--- src/hw/rtl/klt_pkg.sv ---
// Shared widths, opcodes, chain link type and balance arithmetic for the ledger table.
`default_nettype none
package klt_pkg;

	localparam int OP_W  = 2;
	localparam int KEY_W = 64;
	localparam int AMT_W = 40;
	localparam int BAL_W = 48;
	localparam int EXT_W = BAL_W + 2;

	localparam logic [OP_W-1:0] OP_COINBASE = 2'd0;
	localparam logic [OP_W-1:0] OP_TRANSFER = 2'd1;
	localparam logic [OP_W-1:0] OP_TASK     = 2'd2;

	// Search results handed from one cell to the next.
	typedef struct packed {
		logic             s_hit;
		logic             r_hit;
		logic [BAL_W-1:0] s_bal;
		logic [BAL_W-1:0] r_bal;
	} link_t;

	function automatic logic [EXT_W-1:0] ext_bal(input logic [BAL_W-1:0] b);
		ext_bal = {{(EXT_W-BAL_W){b[BAL_W-1]}}, b};
	endfunction

	function automatic logic [EXT_W-1:0] ext_amt(input logic [AMT_W-1:0] a);
		ext_amt = {{(EXT_W-AMT_W){1'b0}}, a};
	endfunction

	// Clamp a widened sum back into the signed balance range.
	function automatic logic [BAL_W-1:0] sat_bal(input logic [EXT_W-1:0] v);
		logic [BAL_W-1:0] res;
		if ((v[EXT_W-1:BAL_W-1] == '0) || (v[EXT_W-1:BAL_W-1] == '1)) begin
			res = v[BAL_W-1:0];
		end else if (v[EXT_W-1]) begin
			res = {1'b1, {(BAL_W-1){1'b0}}};
		end else begin
			res = {1'b0, {(BAL_W-1){1'b1}}};
		end
		sat_bal = res;
	endfunction

endpackage
`default_nettype wire

--- src/hw/rtl/klt_cell.sv ---
// One account slot of the ledger chain: stored key and balance, local match, link stage.
`default_nettype none
module klt_cell #(
	parameter int KEY_BITS = 64,
	parameter int IDX_W    = 6,
	parameter int CNT_W    = 7,
	parameter int INDEX    = 0
) (
	input  wire logic                 clk,
	input  wire logic                 arst_n,
	input  wire logic [CNT_W-1:0]     count,
	input  wire logic [KEY_BITS-1:0]  skey,
	input  wire logic [KEY_BITS-1:0]  rkey,
	input  wire klt_pkg::link_t       link_in,
	input  wire logic [IDX_W-1:0]     sidx_in,
	input  wire logic [IDX_W-1:0]     ridx_in,
	output klt_pkg::link_t            link_out,
	output logic      [IDX_W-1:0]     sidx_out,
	output logic      [IDX_W-1:0]     ridx_out,
	input  wire logic                 wr_s,
	input  wire logic                 wr_r,
	input  wire logic [IDX_W-1:0]     ws_idx,
	input  wire logic [IDX_W-1:0]     wr_idx,
	input  wire logic [klt_pkg::BAL_W-1:0] ws_bal,
	input  wire logic [klt_pkg::BAL_W-1:0] wr_bal
);
	import klt_pkg::*;

	logic [KEY_BITS-1:0] key_q;
	logic [BAL_W-1:0]    bal_q;
	link_t               link_q;
	logic [IDX_W-1:0]    sidx_q;
	logic [IDX_W-1:0]    ridx_q;
	logic                occupied;
	logic                s_mine;
	logic                r_mine;

	assign occupied = CNT_W'(INDEX) < count;
	assign s_mine   = occupied && (key_q == skey);
	assign r_mine   = occupied && (key_q == rkey);

	// Keys are unique in the table, so at most one cell claims each lookup.
	always_ff @(posedge clk or negedge arst_n) begin
		if (!arst_n) begin
			link_q.s_hit <= 1'b0;
			link_q.r_hit <= 1'b0;
			link_q.s_bal <= '0;
			link_q.r_bal <= '0;
			sidx_q       <= '0;
			ridx_q       <= '0;
		end else begin
			link_q.s_hit <= link_in.s_hit | s_mine;
			link_q.r_hit <= link_in.r_hit | r_mine;
			link_q.s_bal <= s_mine ? bal_q : link_in.s_bal;
			link_q.r_bal <= r_mine ? bal_q : link_in.r_bal;
			sidx_q       <= s_mine ? IDX_W'(INDEX) : sidx_in;
			ridx_q       <= r_mine ? IDX_W'(INDEX) : ridx_in;
		end
	end

	// The receiver write wins when both land here: it carries the final balance.
	always_ff @(posedge clk) begin
		if (wr_r && (wr_idx == IDX_W'(INDEX))) begin
			key_q <= rkey;
			bal_q <= wr_bal;
		end else if (wr_s && (ws_idx == IDX_W'(INDEX))) begin
			key_q <= skey;
			bal_q <= ws_bal;
		end
	end

	assign link_out = link_q;
	assign sidx_out = sidx_q;
	assign ridx_out = ridx_q;

endmodule
`default_nettype wire

--- config.mk ---
export PLATFORM = sky130hd
export DESIGN_NAME = klt_cell
export DESIGN_NICKNAME = d
export VERILOG_FILES = /design/src/hw/rtl/klt_pkg.sv /design/src/hw/rtl/klt_cell.sv
export SDC_FILE = /design/constraint.sdc
export NUM_CORES = 1
export LEC_CHECK = 0
export ABC_CLOCK_PERIOD_IN_PS = 2950
export BUFFER_PORTS_ARGS = -buffer_cell sky130_fd_sc_hd__buf_2
export CORE_AREA = 2 2 181 183
export CTS_CLUSTER_DIAMETER = 30
export DETAILED_ROUTE_END_ITERATION = 10
export DIE_AREA = 0 0 183 185
export GPL_TIMING_DRIVEN = 0
export PLACE_DENSITY = 0.56
export SETUP_SLACK_MARGIN = 0.1
export SYNTH_ARGS = -nofsm -noshare
export SYNTH_HDL_FRONTEND = slang
export SYNTH_SLANG_ARGS = --single-unit
--- constraint.sdc ---
create_clock -name clk -period 2.95 [get_ports clk]
set_clock_uncertainty 0.1 [all_clocks]
set_input_delay 0.59 -clock clk [delete_from_list [all_inputs] [get_ports clk]]
set_output_delay 0.59 -clock clk [all_outputs]
set_load 0.01 [all_outputs]
==> out/metrics.yaml <==
result_of_the_run: "complete, no violations"
core_area_sq_um: 32000
globalplace.congestion: 0.800
wl_per_cell_microns: 20.7
first_global_vias: 7791
layoutNonFillerInstCount: 1644
tightest_slew_ns: 0.872
layout.filler_cells: 2891
syn_nets: 1006
synth_compound_area_share_pct: 0.0828
cts_made_buffers: 56
fmax_mhz: 359
post-route-drc-count: 0
parity_gate_share_of_the_synthesized_area_counting_xor_and_xnor_cells_pct: 10.6
timing.final.hold_violations: 0
synth_seq_cells: 222
synthAdderAreaFrac_pct: 0
tns_ns: 0
nNetsFinal: 1542
syn_inst: 649
route.antenna.remaining_nets: 0
worst-path-stages: 8
worst-path-max-fanout: 10
routed_wl_mm: 34.1
path_delay_family: "simple AND/OR/NAND/NOR gates"
yosys.cell_count.top_type: "xnor2_1"
place_inst: 1534
cts_root_buf: "clkbuf_16"
final.min_clock_period_ns: 2.78
drt_first_iter_violations: 281
row_count: 66
synth.yosys.seq_area_share_pct: 57.8
critical_path_rt_ns: 3.29
numPortBuffers: 466
max-cap-violations: 0
grt_antenna_before_repair: 19
synth_largest_area_cell: "edfxtp_1"
crit_path_max_incr_delay_ns: 0.55
pin_count: 467
worstPathArrival_ns: 3.12
cts_num_sinks: 222
area_added_between_synthesis_and_finish_pct: 48.0
hpwl_mm: 27.4
crit_slowest_cell: "or4_1"
m1WireLength_mm: 12.6
number_of_enable_type_register_cells_in_the_synthesized_netlist: 112
final.period_utilization_pct: 94.4
synth_cell_types: 23
synth_ff_type: "edfxtp_1"
netlist_top_cells_count: "xnor2_1 (124), mux2_2 (122), edfxtp_1 (112)"
yosys-top-cells-area: "edfxtp_1 (32%), dfrtp_1 (26%), mux2_2 (13%)"
critPathCaptureType: "flop"
yosysWarnings: 0
grt_use_total_pct: 19.6
routed-wl-met3_mm: 3.41
critical_path.n_buffers_inverters: 2
finalSetupViolations: 0
critical_path_cell_by_cell: "xnor2_1 -> nand4_1 -> nor4_4 -> nand3_1 -> or4_1 -> buf_6 -> buf_12 -> mux2_4"
layout-drive-gt1-share_pct: 65.8
slew_viol_final: 0
synth.cell_area_sq_um: 10600
highest_routed_metal_layer: "met5"
grt_pass1_wl_mm: 48.5
detailedRoute.firstPassIterationCount: 4
rsz_0062_raised_after_global_routing: "false"
route.vias.total: 7443
yosysTopAreaCellShare_pct: 31.8
floorplan.die.height_microns: 185
muxShareOfSynthArea_pct: 25.2
ff2ff_path_depth: 8
asyncSetResetFlopFracSynth_pct: 49.5
routed-wl-met2_mm: 17.3
synth_top_family_by_area: "multiplexers"
clkLatencyLatePin_ns: 0.56
via_per_inst: 4.53
floorplan.initialDensity_pct: 33.0
static-leakage-power_nw: 7.06
maxSlewHeadroom_pct: 41.9
timing.setup.critical_path_class: "flop to flop"
syn_area_per_cell_sq_um: 16.3
clock_path_buffers: 3
p_per_area_nw_per_um2: 655
die_x_microns: 183
peakVddDrop_uv: 444
crit_path_start_kind: "flop"
largest_net_degree_at_the_start_of_global_routing: 70
clk_pin_slew_ns: 0.05
worst_min_path_class: "input pin to flop"
cts_h_tree_depth: 2
grt-ovfl-total: 0
synth_simple_gate_area_share_pct: 3.96
fp.dieArea_sq_um: 33900
tritoncts: "built"
worst_hold_path.num_cells: 2
sequential cells by signal, indices dropped and copies added (netlist names):
signal / cells
sidx_out: 6
link_out: 98
bal_q: 48
ridx_out: 6
key_q: 64
placed cells by master (no fill, tap or decap), types with 5 or more instances in the layout:
cell       Yosys  layout
xnor2_2        0       8
buf_8          0       6
mux2_4        86      86
clkbuf_1       8      14
bufinv_16      0       5
clkbuf_16      0      59
buf_6          4       7
clkinv_4       0       5
diode_2        0       7
mux2_2       122     122
xnor2_1      124     116
clkinv_2       0      12
buf_12         8       9
dfrtp_1      110     110
and2_1        12      12
buf_2          0     465
nand4_1       32      32
nor3_1         5       5
edfxtp_1     112     112
layout make-up:
cell class                 count  area (sq um)  area share, %
sequential                   222          6120           39.1
multi-input combinational    403          4330           27.7
timing repair buffer         479          2510           16.1
clock buffer                  71          1560           9.97
tap                          408           510           3.26
clock inverter                31           349           2.23
buffer                        23           259           1.65
antenna                        7          17.5          0.112
stage by stage:
| step | util (%) | power (W) | area [sq um] | hold slack [ns] | setup WS (ns) |
|---|---|---|---|---|---|
| 5_1_grt | 48.8 | 0.0106 | 15600 | 0.104 | 0.113 |
| 6_report | 48.9 | 0.0103 | 15700 | 0.113 | 0.166 |
| 3_5_place_dp | 42.5 | 0.00426 | 13600 | 0.392 | -0.922 |
| 4_1_cts | 48.6 | 0.0104 | 15600 | 0.0873 | 0.103 |
| 3_3_place_gp | 42.0 | 0.00424 | 13400 | 0.388 | -4.87 |
| 2_1_floorplan | - | 0.00378 | 10600 | 0.194 | -2.43 |
metal layers:
| metal | vias up | track usage [%] |
|---|---|---|
| li1 | 3483 | - |
| met1 | 3531 | 21.3 |
| met2 | 339 | 35.0 |
| met3 | 72 | 8.08 |
| met4 | 18 | 6.02 |
| met5 | - | 0 |
kinds of logic (layout without fill, tap and decap cells):
| group | Yosys count | in the layout |
|---|---|---|
| AOI/OAI and AO/OA | 1 | 1 |
| xor gates and xnor gates | 128 | 128 |
| buffers and inverters | 24 | 604 |
| DFF | 222 | 222 |
| muxes | 208 | 208 |
| other | 0 | 7 |
| and+or+nand+nor | 66 | 66 |
what timing repair did:
item / in CTS / in global routing
hold endpoints to repair: 41 / 0
resized for setup: 10 / 8
hold buffers: 1 / 0
setup endpoints to repair: 177 / 107
cloned: 0 / 0
pin swaps: 1 / 9
setup buffers: 0 / 1
report_power, final:
part           switching (W)  internal [W]  leakage (nW)  total, W
combinational       0.000351      0.000453          3.83  0.000803
sequential         0.0000320       0.00337          2.29   0.00340
clock                0.00189       0.00416         0.940   0.00605
total                0.00227       0.00799          7.06    0.0103
final timing paths:
path | startpoint | endpoint | slack (ns)
hold / removal | link_in[97] | link_out[97]$_DFF_PN0_ | 0.11
min in group asynchronous | arst_n | link_out[5]$_DFF_PN0_ | 0.47
hold reg to reg | bal_q[27]$_DFFE_PP_ | link_out[27]$_DFF_PN0_ | 0.40
setup reg to reg | key_q[13]$_DFFE_PP_ | link_out[72]$_DFF_PN0_ | 0.17
setup / recovery | key_q[13]$_DFFE_PP_ | link_out[72]$_DFF_PN0_ | 0.17
max in group asynchronous | arst_n | link_out[32]$_DFF_PN0_ | 1.54
(Power assumes the default switching activity.)
